**config.mk**
```make
export PLATFORM = sky130hd
export DESIGN_NAME = chunky_mask_pixel_splitter_top_flat
export DESIGN_NICKNAME = d
export VERILOG_FILES = /design/src/hw/rtl/cmps_pkg.sv /design/src/hw/rtl/cmps_if.sv /design/src/hw/rtl/chunky_mask_pixel_splitter_top.sv /design/src/flat_wrapper.sv
export SDC_FILE = /design/constraint.sdc
export NUM_CORES = 1
export LEC_CHECK = 0
export BUFFER_PORTS_ARGS = -buffer_cell sky130_fd_sc_hd__buf_2
export CAP_MARGIN = 40
export CORE_ASPECT_RATIO = 1.4
export CORE_UTILIZATION = 55
export DETAILED_ROUTE_END_ITERATION = 16
export GPL_ROUTABILITY_DRIVEN = 1
export PLACE_DENSITY = 0.76
export SLEW_MARGIN = 5
export SYNTH_ARGS = -nofsm -noshare
export SYNTH_HDL_FRONTEND = slang
export SYNTH_SLANG_ARGS = --single-unit
```
**constraint.sdc**
```tcl
create_clock -name clk_i -period 5.53 [get_ports clk_i]
set_input_delay 0.2765 -clock clk_i [delete_from_list [all_inputs] [get_ports clk_i]]
set_output_delay 0.2765 -clock clk_i [all_outputs]
set_load 0.02 [all_outputs]
```
**src/hw/rtl/cmps_pkg.sv**
```systemverilog
// Shared constants, types and control store for the chunky mask pixel splitter.
`timescale 1ns / 1ps

package cmps_pkg;

  localparam int unsigned MaxColorsDef    = 8;
  localparam int unsigned MaxRowPixelsDef = 65535;

  localparam int unsigned ByteW    = 8;
  localparam int unsigned SampleW  = 12;
  localparam int unsigned BpsW     = 4;
  localparam int unsigned ColorW   = 4;
  localparam int unsigned RowW     = 16;
  localparam int unsigned CfgIdxW  = 2;
  localparam int unsigned CfgDataW = 16;
  localparam int unsigned FillW    = 3;
  localparam int unsigned BitCntW  = 4;
  localparam int unsigned KW       = 4;
  localparam int unsigned NW       = 3;
  localparam int unsigned PcW      = 4;

  localparam logic [NW-1:0]       ResultLimit = NW'(4);
  localparam logic [BitCntW-1:0]  BitsPerByte = BitCntW'(ByteW);
  localparam logic [FillW-1:0]    FillFull    = FillW'(7);

  localparam logic [BpsW-1:0] BpsReset    = BpsW'(8);
  localparam logic [ColorW-1:0] ColorReset = ColorW'(3);
  localparam logic [RowW-1:0] RowReset    = RowW'(1);

  localparam logic [CfgIdxW-1:0] RegBps    = CfgIdxW'(0);
  localparam logic [CfgIdxW-1:0] RegColors = CfgIdxW'(1);
  localparam logic [CfgIdxW-1:0] RegRow    = CfgIdxW'(2);

  localparam logic [PcW-1:0] PcWait  = PcW'(0);
  localparam logic [PcW-1:0] PcBit   = PcW'(1);
  localparam logic [PcW-1:0] PcTake  = PcW'(2);
  localparam logic [PcW-1:0] PcMask  = PcW'(3);
  localparam logic [PcW-1:0] PcPix   = PcW'(4);
  localparam logic [PcW-1:0] PcAdv   = PcW'(5);
  localparam logic [PcW-1:0] PcCheck = PcW'(6);
  localparam logic [PcW-1:0] PcFin   = PcW'(7);
  localparam logic [PcW-1:0] PcFlm   = PcW'(8);
  localparam logic [PcW-1:0] PcFlp   = PcW'(9);
  localparam logic [PcW-1:0] PcClr   = PcW'(10);

  typedef enum logic [3:0] {
    OpNop,
    OpWait,
    OpBit,
    OpTake,
    OpMask,
    OpPix,
    OpAdv,
    OpFinish,
    OpFlushMask,
    OpFlushPix,
    OpClear
  } op_e;

  typedef enum logic [2:0] {
    CondAlways,
    CondNever,
    CondNoStart,
    CondNotFull,
    CondColor,
    CondKMore,
    CondRowDone,
    CondBitsLeft
  } cond_e;

  typedef struct packed {
    op_e            op;
    cond_e          cond;
    logic [PcW-1:0] target;
  } ctrl_t;

  function automatic ctrl_t ctrl_rom(input logic [PcW-1:0] pc);
    ctrl_t w;
    w = '{op: OpNop, cond: CondAlways, target: PcWait};
    case (pc)
      PcWait:  w = '{op: OpWait,      cond: CondNoStart,  target: PcWait};
      PcBit:   w = '{op: OpBit,       cond: CondNotFull,  target: PcCheck};
      PcTake:  w = '{op: OpTake,      cond: CondColor,    target: PcPix};
      PcMask:  w = '{op: OpMask,      cond: CondAlways,   target: PcAdv};
      PcPix:   w = '{op: OpPix,       cond: CondKMore,    target: PcPix};
      PcAdv:   w = '{op: OpAdv,       cond: CondRowDone,  target: PcFlm};
      PcCheck: w = '{op: OpNop,       cond: CondBitsLeft, target: PcBit};
      PcFin:   w = '{op: OpFinish,    cond: CondAlways,   target: PcWait};
      PcFlm:   w = '{op: OpFlushMask, cond: CondNever,    target: PcWait};
      PcFlp:   w = '{op: OpFlushPix,  cond: CondNever,    target: PcWait};
      PcClr:   w = '{op: OpClear,     cond: CondAlways,   target: PcFin};
      default: w = '{op: OpNop,       cond: CondAlways,   target: PcWait};
    endcase
    return w;
  endfunction

endpackage

```
**src/hw/rtl/cmps_if.sv**
```systemverilog
// Channel interfaces: source bytes in, plane bytes out, register writes.
`timescale 1ns / 1ps

interface cmps_in_if import cmps_pkg::*; ();
  logic             valid;
  logic             ready;
  logic [ByteW-1:0] src_byte;

  modport source (output valid, output src_byte, input ready);
  modport sink   (input valid, input src_byte, output ready);
endinterface

interface cmps_out_if import cmps_pkg::*; ();
  logic             valid;
  logic             ready;
  logic             plane_sel;
  logic [ByteW-1:0] out_byte;
  logic             row_end;
  logic             last;

  modport source (output valid, output plane_sel, output out_byte, output row_end,
                  output last, input ready);
  modport sink   (input valid, input plane_sel, input out_byte, input row_end,
                  input last, output ready);
endinterface

interface cmps_cfg_if import cmps_pkg::*; ();
  logic                valid;
  logic                ready;
  logic [CfgIdxW-1:0]  reg_idx;
  logic [CfgDataW-1:0] reg_data;

  modport source (output valid, output reg_idx, output reg_data, input ready);
  modport sink   (input valid, input reg_idx, input reg_data, output ready);
endinterface

```
**src/hw/rtl/chunky_mask_pixel_splitter_top.sv**
```systemverilog
// Chunky mask plus colour splitter: microcoded bit sequencer with output register.
// Steps: fetch; per bit shift and check; per mask sample take, mask, advance; per colour
// sample take, a pixel step per sample bit, advance; finish. A row end swaps the check for
// mask flush, pixel flush and clear and drops later bits. Bytes are taken only at fetch; an
// invalid width drops them. A full output register with ready low stalls a pending-byte push.
// Reset: registers return to 8 bits per sample, 3 colours, 1 pixel per row; row state clears.
`timescale 1ns / 1ps

module chunky_mask_pixel_splitter_top import cmps_pkg::*; #(
  parameter int unsigned MAX_COLORS     = MaxColorsDef,
  parameter int unsigned MAX_ROW_PIXELS = MaxRowPixelsDef
) (
  input  logic       clk_i,
  input  logic       rst_ni,
  cmps_in_if.sink    src_i,
  cmps_out_if.source res_o,
  cmps_cfg_if.sink   cfg_i
);

  localparam int unsigned CW  = $clog2(MAX_COLORS + 1);
  localparam int unsigned PCW = $clog2(MAX_ROW_PIXELS + 1);
  localparam logic [ColorW:0] MaxColorsW = (ColorW + 1)'(MAX_COLORS);
  localparam logic [RowW-1:0] MaxRowW    = RowW'(MAX_ROW_PIXELS);

  logic [BpsW-1:0]    bps_q;
  logic [ColorW-1:0]  colors_q;
  logic [RowW-1:0]    rowlen_q;

  logic [PcW-1:0]     pc_q, pc_d;
  logic [ByteW-1:0]   src_q, src_d;
  logic [BitCntW-1:0] bit_cnt_q, bit_cnt_d;
  logic [SampleW-1:0] acc_q, acc_d;
  logic [BpsW-1:0]    held_q, held_d;
  logic [SampleW-1:0] val_q, val_d;
  logic [KW-1:0]      k_q, k_d;
  logic [CW-1:0]      comp_q, comp_d;
  logic [PCW-1:0]     pix_cnt_q, pix_cnt_d;
  logic [ByteW-1:0]   mask_acc_q, mask_acc_d;
  logic [FillW-1:0]   mask_fill_q, mask_fill_d;
  logic [ByteW-1:0]   pix_acc_q, pix_acc_d;
  logic [FillW-1:0]   pix_fill_q, pix_fill_d;
  logic               row_done_q, row_done_d;
  logic [NW-1:0]      n_q, n_d;

  logic               pend_v_q, pend_v_d;
  logic               pend_plane_q, pend_plane_d;
  logic [ByteW-1:0]   pend_byte_q, pend_byte_d;

  logic               out_v_q, out_v_d;
  logic               out_plane_q, out_plane_d;
  logic [ByteW-1:0]   out_byte_q, out_byte_d;
  logic               out_row_end_q, out_row_end_d;
  logic               out_last_q, out_last_d;

  ctrl_t              ctrl;
  logic               bps_ok;
  logic [CW-1:0]      colors_eff;
  logic [RowW-1:0]    rowlen_eff;
  logic               adv_wrap;
  logic               adv_done;
  logic               cond_hit;
  logic               emit_req;
  logic               emit_plane;
  logic [ByteW-1:0]   emit_byte;
  logic               do_emit;
  logic               push_req;
  logic               push_last;
  logic               stall;
  logic [ByteW-1:0]   mask_next;
  logic [ByteW-1:0]   pix_next;
  logic               src_fire;

  assign ctrl     = ctrl_rom(pc_q);
  assign src_fire = src_i.valid & src_i.ready;

  assign src_i.ready     = (pc_q == PcWait);
  assign cfg_i.ready     = 1'b1;
  assign res_o.valid     = out_v_q;
  assign res_o.plane_sel = out_plane_q;
  assign res_o.out_byte  = out_byte_q;
  assign res_o.row_end   = out_row_end_q;
  assign res_o.last      = out_last_q;

  always_comb begin
    bps_ok = bps_q inside {4'd1, 4'd2, 4'd4, 4'd8, 4'd12};
    if (colors_q == '0) begin
      colors_eff = CW'(1);
    end else if ({1'b0, colors_q} > MaxColorsW) begin
      colors_eff = CW'(MAX_COLORS);
    end else begin
      colors_eff = CW'(colors_q);
    end
    if (rowlen_q == '0) begin
      rowlen_eff = RowW'(1);
    end else if (rowlen_q > MaxRowW) begin
      rowlen_eff = MaxRowW;
    end else begin
      rowlen_eff = rowlen_q;
    end
  end

  assign adv_wrap  = ({1'b0, comp_q} + (CW + 1)'(1)) > {1'b0, colors_eff};
  assign adv_done  = adv_wrap &&
                     ((RowW + 1)'(pix_cnt_q) + (RowW + 1)'(1)) >= {1'b0, rowlen_eff};
  assign mask_next = {mask_acc_q[ByteW-2:0], |val_q};
  assign pix_next  = {pix_acc_q[ByteW-2:0], val_q[k_q]};

  always_comb begin
    case (ctrl.cond)
      CondAlways:   cond_hit = 1'b1;
      CondNever:    cond_hit = 1'b0;
      CondNoStart:  cond_hit = !(src_i.valid && bps_ok);
      CondNotFull:  cond_hit = ({1'b0, held_q} + (BpsW + 1)'(1)) < {1'b0, bps_q};
      CondColor:    cond_hit = (comp_q != '0);
      CondKMore:    cond_hit = (k_q != '0);
      CondRowDone:  cond_hit = adv_done;
      CondBitsLeft: cond_hit = (bit_cnt_q != '0);
      default:      cond_hit = 1'b0;
    endcase
  end

  always_comb begin
    emit_req   = 1'b0;
    emit_plane = 1'b0;
    emit_byte  = '0;
    case (ctrl.op)
      OpMask: begin
        emit_req  = (mask_fill_q == FillFull);
        emit_byte = mask_next;
      end
      OpPix: begin
        emit_req   = (pix_fill_q == FillFull);
        emit_plane = 1'b1;
        emit_byte  = pix_next;
      end
      OpFlushMask: begin
        emit_req  = (mask_fill_q != '0);
        emit_byte = mask_acc_q << (4'd8 - {1'b0, mask_fill_q});
      end
      OpFlushPix: begin
        emit_req   = (pix_fill_q != '0);
        emit_plane = 1'b1;
        emit_byte  = pix_acc_q << (4'd8 - {1'b0, pix_fill_q});
      end
      default: begin
        emit_req = 1'b0;
      end
    endcase
  end

  assign do_emit   = emit_req && (n_q < ResultLimit);
  assign push_last = (ctrl.op == OpFinish);
  assign push_req  = pend_v_q && (do_emit || push_last);
  assign stall     = push_req && out_v_q && !res_o.ready;

  always_comb begin
    pc_d          = pc_q;
    src_d         = src_q;
    bit_cnt_d     = bit_cnt_q;
    acc_d         = acc_q;
    held_d        = held_q;
    val_d         = val_q;
    k_d           = k_q;
    comp_d        = comp_q;
    pix_cnt_d     = pix_cnt_q;
    mask_acc_d    = mask_acc_q;
    mask_fill_d   = mask_fill_q;
    pix_acc_d     = pix_acc_q;
    pix_fill_d    = pix_fill_q;
    row_done_d    = row_done_q;
    n_d           = n_q;
    pend_v_d      = pend_v_q;
    pend_plane_d  = pend_plane_q;
    pend_byte_d   = pend_byte_q;
    out_v_d       = out_v_q && !res_o.ready;
    out_plane_d   = out_plane_q;
    out_byte_d    = out_byte_q;
    out_row_end_d = out_row_end_q;
    out_last_d    = out_last_q;

    if (!stall) begin
      pc_d = cond_hit ? ctrl.target : pc_q + PcW'(1);

      if (push_req) begin
        out_v_d       = 1'b1;
        out_plane_d   = pend_plane_q;
        out_byte_d    = pend_byte_q;
        out_last_d    = push_last;
        out_row_end_d = push_last && row_done_q;
        pend_v_d      = 1'b0;
      end
      if (do_emit) begin
        pend_v_d     = 1'b1;
        pend_plane_d = emit_plane;
        pend_byte_d  = emit_byte;
        n_d          = n_q + NW'(1);
      end

      case (ctrl.op)
        OpWait: begin
          if (src_fire && bps_ok) begin
            src_d     = src_i.src_byte;
            bit_cnt_d = BitsPerByte;
            n_d       = '0;
          end
        end
        OpBit: begin
          acc_d     = {acc_q[SampleW-2:0], src_q[ByteW-1]};
          src_d     = {src_q[ByteW-2:0], 1'b0};
          held_d    = held_q + BpsW'(1);
          bit_cnt_d = bit_cnt_q - BitCntW'(1);
        end
        OpTake: begin
          val_d  = acc_q;
          acc_d  = '0;
          held_d = '0;
          k_d    = KW'(bps_q) - KW'(1);
        end
        OpMask: begin
          if (mask_fill_q == FillFull) begin
            mask_acc_d  = '0;
            mask_fill_d = '0;
          end else begin
            mask_acc_d  = mask_next;
            mask_fill_d = mask_fill_q + FillW'(1);
          end
        end
        OpPix: begin
          if (pix_fill_q == FillFull) begin
            pix_acc_d  = '0;
            pix_fill_d = '0;
          end else begin
            pix_acc_d  = pix_next;
            pix_fill_d = pix_fill_q + FillW'(1);
          end
          k_d = k_q - KW'(1);
        end
        OpAdv: begin
          if (adv_wrap) begin
            comp_d     = '0;
            pix_cnt_d  = pix_cnt_q + PCW'(1);
            row_done_d = adv_done;
          end else begin
            comp_d = comp_q + CW'(1);
          end
        end
        OpClear: begin
          acc_d       = '0;
          held_d      = '0;
          comp_d      = '0;
          pix_cnt_d   = '0;
          mask_acc_d  = '0;
          mask_fill_d = '0;
          pix_acc_d   = '0;
          pix_fill_d  = '0;
        end
        OpFinish: begin
          row_done_d = 1'b0;
        end
        default: begin
          row_done_d = row_done_q;
        end
      endcase
    end
  end

  always_ff @(posedge clk_i or negedge rst_ni) begin
    if (!rst_ni) begin
      bps_q    <= BpsReset;
      colors_q <= ColorReset;
      rowlen_q <= RowReset;
    end else if (cfg_i.valid && cfg_i.ready) begin
      case (cfg_i.reg_idx)
        RegBps:    bps_q    <= cfg_i.reg_data[BpsW-1:0];
        RegColors: colors_q <= cfg_i.reg_data[ColorW-1:0];
        RegRow:    rowlen_q <= cfg_i.reg_data[RowW-1:0];
        default:   bps_q    <= bps_q;
      endcase
    end
  end

  always_ff @(posedge clk_i or negedge rst_ni) begin
    if (!rst_ni) begin
      pc_q        <= PcWait;
      bit_cnt_q   <= '0;
      acc_q       <= '0;
      held_q      <= '0;
      k_q         <= '0;
      comp_q      <= '0;
      pix_cnt_q   <= '0;
      mask_acc_q  <= '0;
      mask_fill_q <= '0;
      pix_acc_q   <= '0;
      pix_fill_q  <= '0;
      row_done_q  <= 1'b0;
      n_q         <= '0;
      pend_v_q    <= 1'b0;
      out_v_q     <= 1'b0;
    end else begin
      pc_q        <= pc_d;
      bit_cnt_q   <= bit_cnt_d;
      acc_q       <= acc_d;
      held_q      <= held_d;
      k_q         <= k_d;
      comp_q      <= comp_d;
      pix_cnt_q   <= pix_cnt_d;
      mask_acc_q  <= mask_acc_d;
      mask_fill_q <= mask_fill_d;
      pix_acc_q   <= pix_acc_d;
      pix_fill_q  <= pix_fill_d;
      row_done_q  <= row_done_d;
      n_q         <= n_d;
      pend_v_q    <= pend_v_d;
      out_v_q     <= out_v_d;
    end
  end

  always_ff @(posedge clk_i) begin
    src_q         <= src_d;
    val_q         <= val_d;
    pend_plane_q  <= pend_plane_d;
    pend_byte_q   <= pend_byte_d;
    out_plane_q   <= out_plane_d;
    out_byte_q    <= out_byte_d;
    out_row_end_q <= out_row_end_d;
    out_last_q    <= out_last_d;
  end

  a_no_pend_at_wait: assert property (@(posedge clk_i) disable iff (!rst_ni)
    (pc_q == PcWait) |-> !pend_v_q)
    else $error("pending transfer left over at byte fetch");

  a_result_limit: assert property (@(posedge clk_i) disable iff (!rst_ni)
    n_q <= ResultLimit)
    else $error("result count exceeds limit");

  a_clear_row: assert property (@(posedge clk_i) disable iff (!rst_ni)
    (pc_q == PcClr) |=> (pix_cnt_q == '0 && mask_fill_q == '0 && pix_fill_q == '0
                         && comp_q == '0 && pc_q == PcFin))
    else $error("row state not cleared at row end");

  a_row_end_last: assert property (@(posedge clk_i) disable iff (!rst_ni)
    (out_v_q && out_row_end_q) |-> out_last_q)
    else $error("row end transfer not marked last");

endmodule
```
**src/flat_wrapper.sv**
```systemverilog
// flat-port wrapper written by rule: the top's interface ports become plain ports
module chunky_mask_pixel_splitter_top_flat import cmps_pkg::*;
#(
  parameter int unsigned MAX_COLORS     = MaxColorsDef,
  parameter int unsigned MAX_ROW_PIXELS = MaxRowPixelsDef
)
  (clk_i, rst_ni, src_i_valid, src_i_src_byte, src_i_ready, res_o_valid, res_o_plane_sel, res_o_out_byte, res_o_row_end, res_o_last, res_o_ready, cfg_i_valid, cfg_i_reg_idx, cfg_i_reg_data, cfg_i_ready);
  cmps_in_if src_i_i ();
  cmps_out_if res_o_i ();
  cmps_cfg_if cfg_i_i ();
  input  logic clk_i;
  input  logic rst_ni;
  input wire logic [$bits(src_i_i.valid)-1:0] src_i_valid;
  input wire logic [$bits(src_i_i.src_byte)-1:0] src_i_src_byte;
  output wire logic [$bits(src_i_i.ready)-1:0] src_i_ready;
  output wire logic [$bits(res_o_i.valid)-1:0] res_o_valid;
  output wire logic [$bits(res_o_i.plane_sel)-1:0] res_o_plane_sel;
  output wire logic [$bits(res_o_i.out_byte)-1:0] res_o_out_byte;
  output wire logic [$bits(res_o_i.row_end)-1:0] res_o_row_end;
  output wire logic [$bits(res_o_i.last)-1:0] res_o_last;
  input wire logic [$bits(res_o_i.ready)-1:0] res_o_ready;
  input wire logic [$bits(cfg_i_i.valid)-1:0] cfg_i_valid;
  input wire logic [$bits(cfg_i_i.reg_idx)-1:0] cfg_i_reg_idx;
  input wire logic [$bits(cfg_i_i.reg_data)-1:0] cfg_i_reg_data;
  output wire logic [$bits(cfg_i_i.ready)-1:0] cfg_i_ready;
  assign src_i_i.valid = src_i_valid;
  assign src_i_i.src_byte = src_i_src_byte;
  assign src_i_ready = src_i_i.ready;
  assign res_o_valid = res_o_i.valid;
  assign res_o_plane_sel = res_o_i.plane_sel;
  assign res_o_out_byte = res_o_i.out_byte;
  assign res_o_row_end = res_o_i.row_end;
  assign res_o_last = res_o_i.last;
  assign res_o_i.ready = res_o_ready;
  assign cfg_i_i.valid = cfg_i_valid;
  assign cfg_i_i.reg_idx = cfg_i_reg_idx;
  assign cfg_i_i.reg_data = cfg_i_reg_data;
  assign cfg_i_ready = cfg_i_i.ready;
  chunky_mask_pixel_splitter_top #(.MAX_COLORS(MAX_COLORS), .MAX_ROW_PIXELS(MAX_ROW_PIXELS)) u_core (.clk_i(clk_i), .rst_ni(rst_ni), .src_i(src_i_i), .res_o(res_o_i), .cfg_i(cfg_i_i));
endmodule
```
==> run metrics <==
final count of pins violating max slew 0; RSZ-0062 raised after global routing false; share of the synthesized area in the top cell type 0.301; Max-cap violations 0; r2r startpoint u_core.pc_q[0]$_DFFE_PN0N_; GP Congestion 0.924; Power Dens Cells 512 nW/µm²; maximum vdd drop 0.223 mV; Synth Instances slightly below 800; Sw Pwr roughly 1.8 mW; Clk network pwr share 0.245; Skew-Pair Late Insertion Delay about 420 ps; post-CTS sizing 0; Setup Viol. Count Final 0; I/O pin cnt 45; first-pass GRT wire length ~29 mm; PortBufs 43; Crit-path slowest cell a211oi_2; Post-Syn Area about 8000 µm²; Synth Area in Adders 0.0752; launch point of the critical path u_core.pc_q[0]$_DFFE_PN0N_; Syn Nets 867; 1st-pass router iterations 5; met3 Use GR 0.0406; Final Hold Fails 0; internal power 2.73 mW; vias in the first global route between 6000 and 7000; post-synthesis mux area share 0.0685; cell with the most instances after synthesis nand2_1; switching share of total power 0.401; Compound-Gate Fraction of Synth Area 0.142; Remaining DRCs 0; Largest stage delay, worst path 770 ps; status complete, no violations; Clk pin slew, worst setup/hold paths 70 ps; fin nets 900; cts bufs inserted 17; Leak Pwr 3.91 nW; main combinational cell family by area after synthesis simple AND/OR/NAND/NOR gates; met2 usage 0.452; CP Cell Sequence inv_1 > ha_1 > nand4bb_1 > a211oi_1 > o21a_1 > a211oi_2 > nand2_1 > or3_1 > a21oi_1; Setup Skew 10.6 ps; YS warnings 0; Async SR Flop Fraction 0.714; top post-synthesis cells by area dfrtp_1, edfxtp_1, ha_1; CP max FO 16; Worst Path Required slightly below 6000 ps; largest net degree at the start of global routing 60; clock sinks between 100 and 150; Starting Density 0.569; Worst setup EP type flop; vias per cell 5.97; Yosys cell types 76; routed len/inst about 17 µm; fin crit share 0.679; area grow syn2layout 11.7%; combinational share of power 0.386; maximum clock path buffer count 2; buffers and inverters on the worst path 1; M1 GR Usage 0.269; Rel. slew slack 0.368; DRT iter0 DRCs 386; Max Fclk between 200 and 300 MHz; r2r setup slk 1780 ps; r2r endpoint u_core.pix_acc_q[0]$_DFFE_PN0P_; share of cells above drive strength 1 0.162; critical setup path kind reg2reg; sequential power share 0.368; die span in x roughly 100 µm; min cycle time layout roughly 3800 ps; Post-synth EDFFs 40; Worst Hold Class in2reg; Setup crit end u_core.pix_acc_q[0]$_DFFE_PN0P_; Die Y roughly 140 µm; Antenna Nets Post-Route 0; TNS Setup 0 ps; GR Util All Layers 0.245; total gr overflow 0; DR vias ~6100; DP Wirelength 12.5 mm; worst path arrival time slightly above 4000 ps; FF+latch count, synth 140; Critical Path Stages 9; Synth Flop Type dfrtp_1; total wire length approximately 18 mm; cell taking the most area after synthesis dfrtp_1; Finished Core Util 0.635; H-Tree Depth 4; Worst Tran Pin Value 945 ps; core area around 14000 µm²; Post-synth top cells nand2_1, dfrtp_1, nor2_1; row cnt 51; Antenna diodes 0; initial antenna violation count 0; sequential-to-total area share from yosys stat 0.464; post-synthesis simple-gate area fraction 0.171; grt peak-use layer met2; TritonCTS clock tree built; post-synthesis xor/xnor area fraction 0.0362; Root Buffer clkbuf_16; Avg Cell Area, Syn 10.1 µm²; Die Area approximately 15000 µm²; crit start category flop; R2R cell count 9; CP delay by family, top compound AO/OA/AOI/OAI gates
-- worst register-to-register path: cells and delay by family (launching register included) --
family,cells,cell delay [ps]
and+or+nand+nor,3,1140
DFF,1,610
AOI/OAI and AO/OA,4,1290
buffers and inverters,1,170
adders and majority gates,1,470
-- how the worst min path moves through the flow --
stage	slack, ps	from	end	depth (start not counted)
4_1_cts	70	cfg_i_reg_data[11]	u_core.rowlen_q[11]$_DFFE_PN0P_	2
3_5_place_dp	310	rst_ni	u_core.rowlen_q[15]$_DFFE_PN0P_	1
5_1_grt	60	cfg_i_reg_data[11]	u_core.rowlen_q[11]$_DFFE_PN0P_	2
3_3_place_gp	310	rst_ni	u_core.rowlen_q[14]$_DFFE_PN0P_	1
2_1_floorplan	-20	rst_ni	u_core.acc_q[0]$_DFFE_PN0P_	0
6_report	80	cfg_i_reg_data[11]	u_core.rowlen_q[11]$_DFFE_PN0P_	2
-- cell usage in the layout (no fill, tap or decap), types with 12 or more instances in the layout --
master,count
nand2_1,99
dfrtp_1,96
nor2_1,51
ha_1,48
a21oi_1,47
inv_1,44
buf_2,42
edfxtp_1,40
nand3_1,31
o21ai_0,31
mux2_2,21
xnor2_1,19
a22o_1,19
clkbuf_16,17
xor2_1,14
mux2i_1,13
nand3b_1,12
-- state kept, by name, indices dropped and copies added, names as in the netlist, 3 cells and up --
signal,cells
u_core.held_q,4
u_core.comp_q,4
u_core.val_q,12
u_core.k_q,4
u_core.colors_q,4
u_core.bit_cnt_q,4
u_core.src_q,8
u_core.rowlen_q,16
u_core.pix_cnt_q,16
u_core.res_o.out_byte,8
u_core.pend_byte_q,8
u_core.mask_acc_q,8
u_core.mask_fill_q,3
u_core.pix_acc_q,8
u_core.pix_fill_q,3
u_core.acc_q,12
u_core.pc_q,4
u_core.n_q,3
u_core.bps_q,4
-- routing by layer --
metal	vias up	part of all wire
met5	-	0
met4	0	0.036
met3	51	0.033
met2	168	0.54
met1	2951	0.39
li1	2911	-
-- through the flow --
stage	cell area (µm²)	worst slack [ps]	std cells	power [mW]	hold WS [ps]
4_1_cts	8920	1820	1019	4.56	71.3
6_report	8920	1780	1019	4.57	78.0
2_1_floorplan	7990	2470	788	2.99	-19.1
3_3_place_gp	8290	2050	983	3.33	308
3_5_place_dp	8330	1870	986	3.43	313
5_1_grt	8920	1550	1019	4.87	64.8
-- cell type report --
cell class | instances | area (µm²)
fill | 1093 | 5120
tap | 185 | 231
multi-input combinational | 568 | 3950
timing repair buffer | 50 | 293
inverter | 44 | 165
sequential | 140 | 3710
clock buffer | 17 | 425
clock inverter | 15 | 153
-- power groups by stage --
stage                     clock (mW)  sequential, mW  combinational, mW
after detailed placement           0            1.69               1.74
after global placement             0            1.67               1.65
final                           1.12            1.68               1.77
after global routing            1.18            1.72               1.97
after floorplan                    0            1.56               1.42
after CTS                       1.13            1.68               1.76
-- what timing repair did --
item                      4_1_cts  5_1_grt
setup buffers                   0        0
hold buffers                    1        0
hold endpoints to repair       41        0
-- cell families (layout without fill, tap and decap cells) --
| group | after synthesis | count (layout) |
|---|---|---|
| fa+ha+maj | 48 | 48 |
| mux | 42 | 42 |
| buf+inv | 80 | 126 |
| xor+xnor | 33 | 33 |
| other cells | 1 | 1 |
| flops | 140 | 140 |
| simple gates | 276 | 276 |
| compound gates | 168 | 168 |
Power figures use the tool's default switching activity.
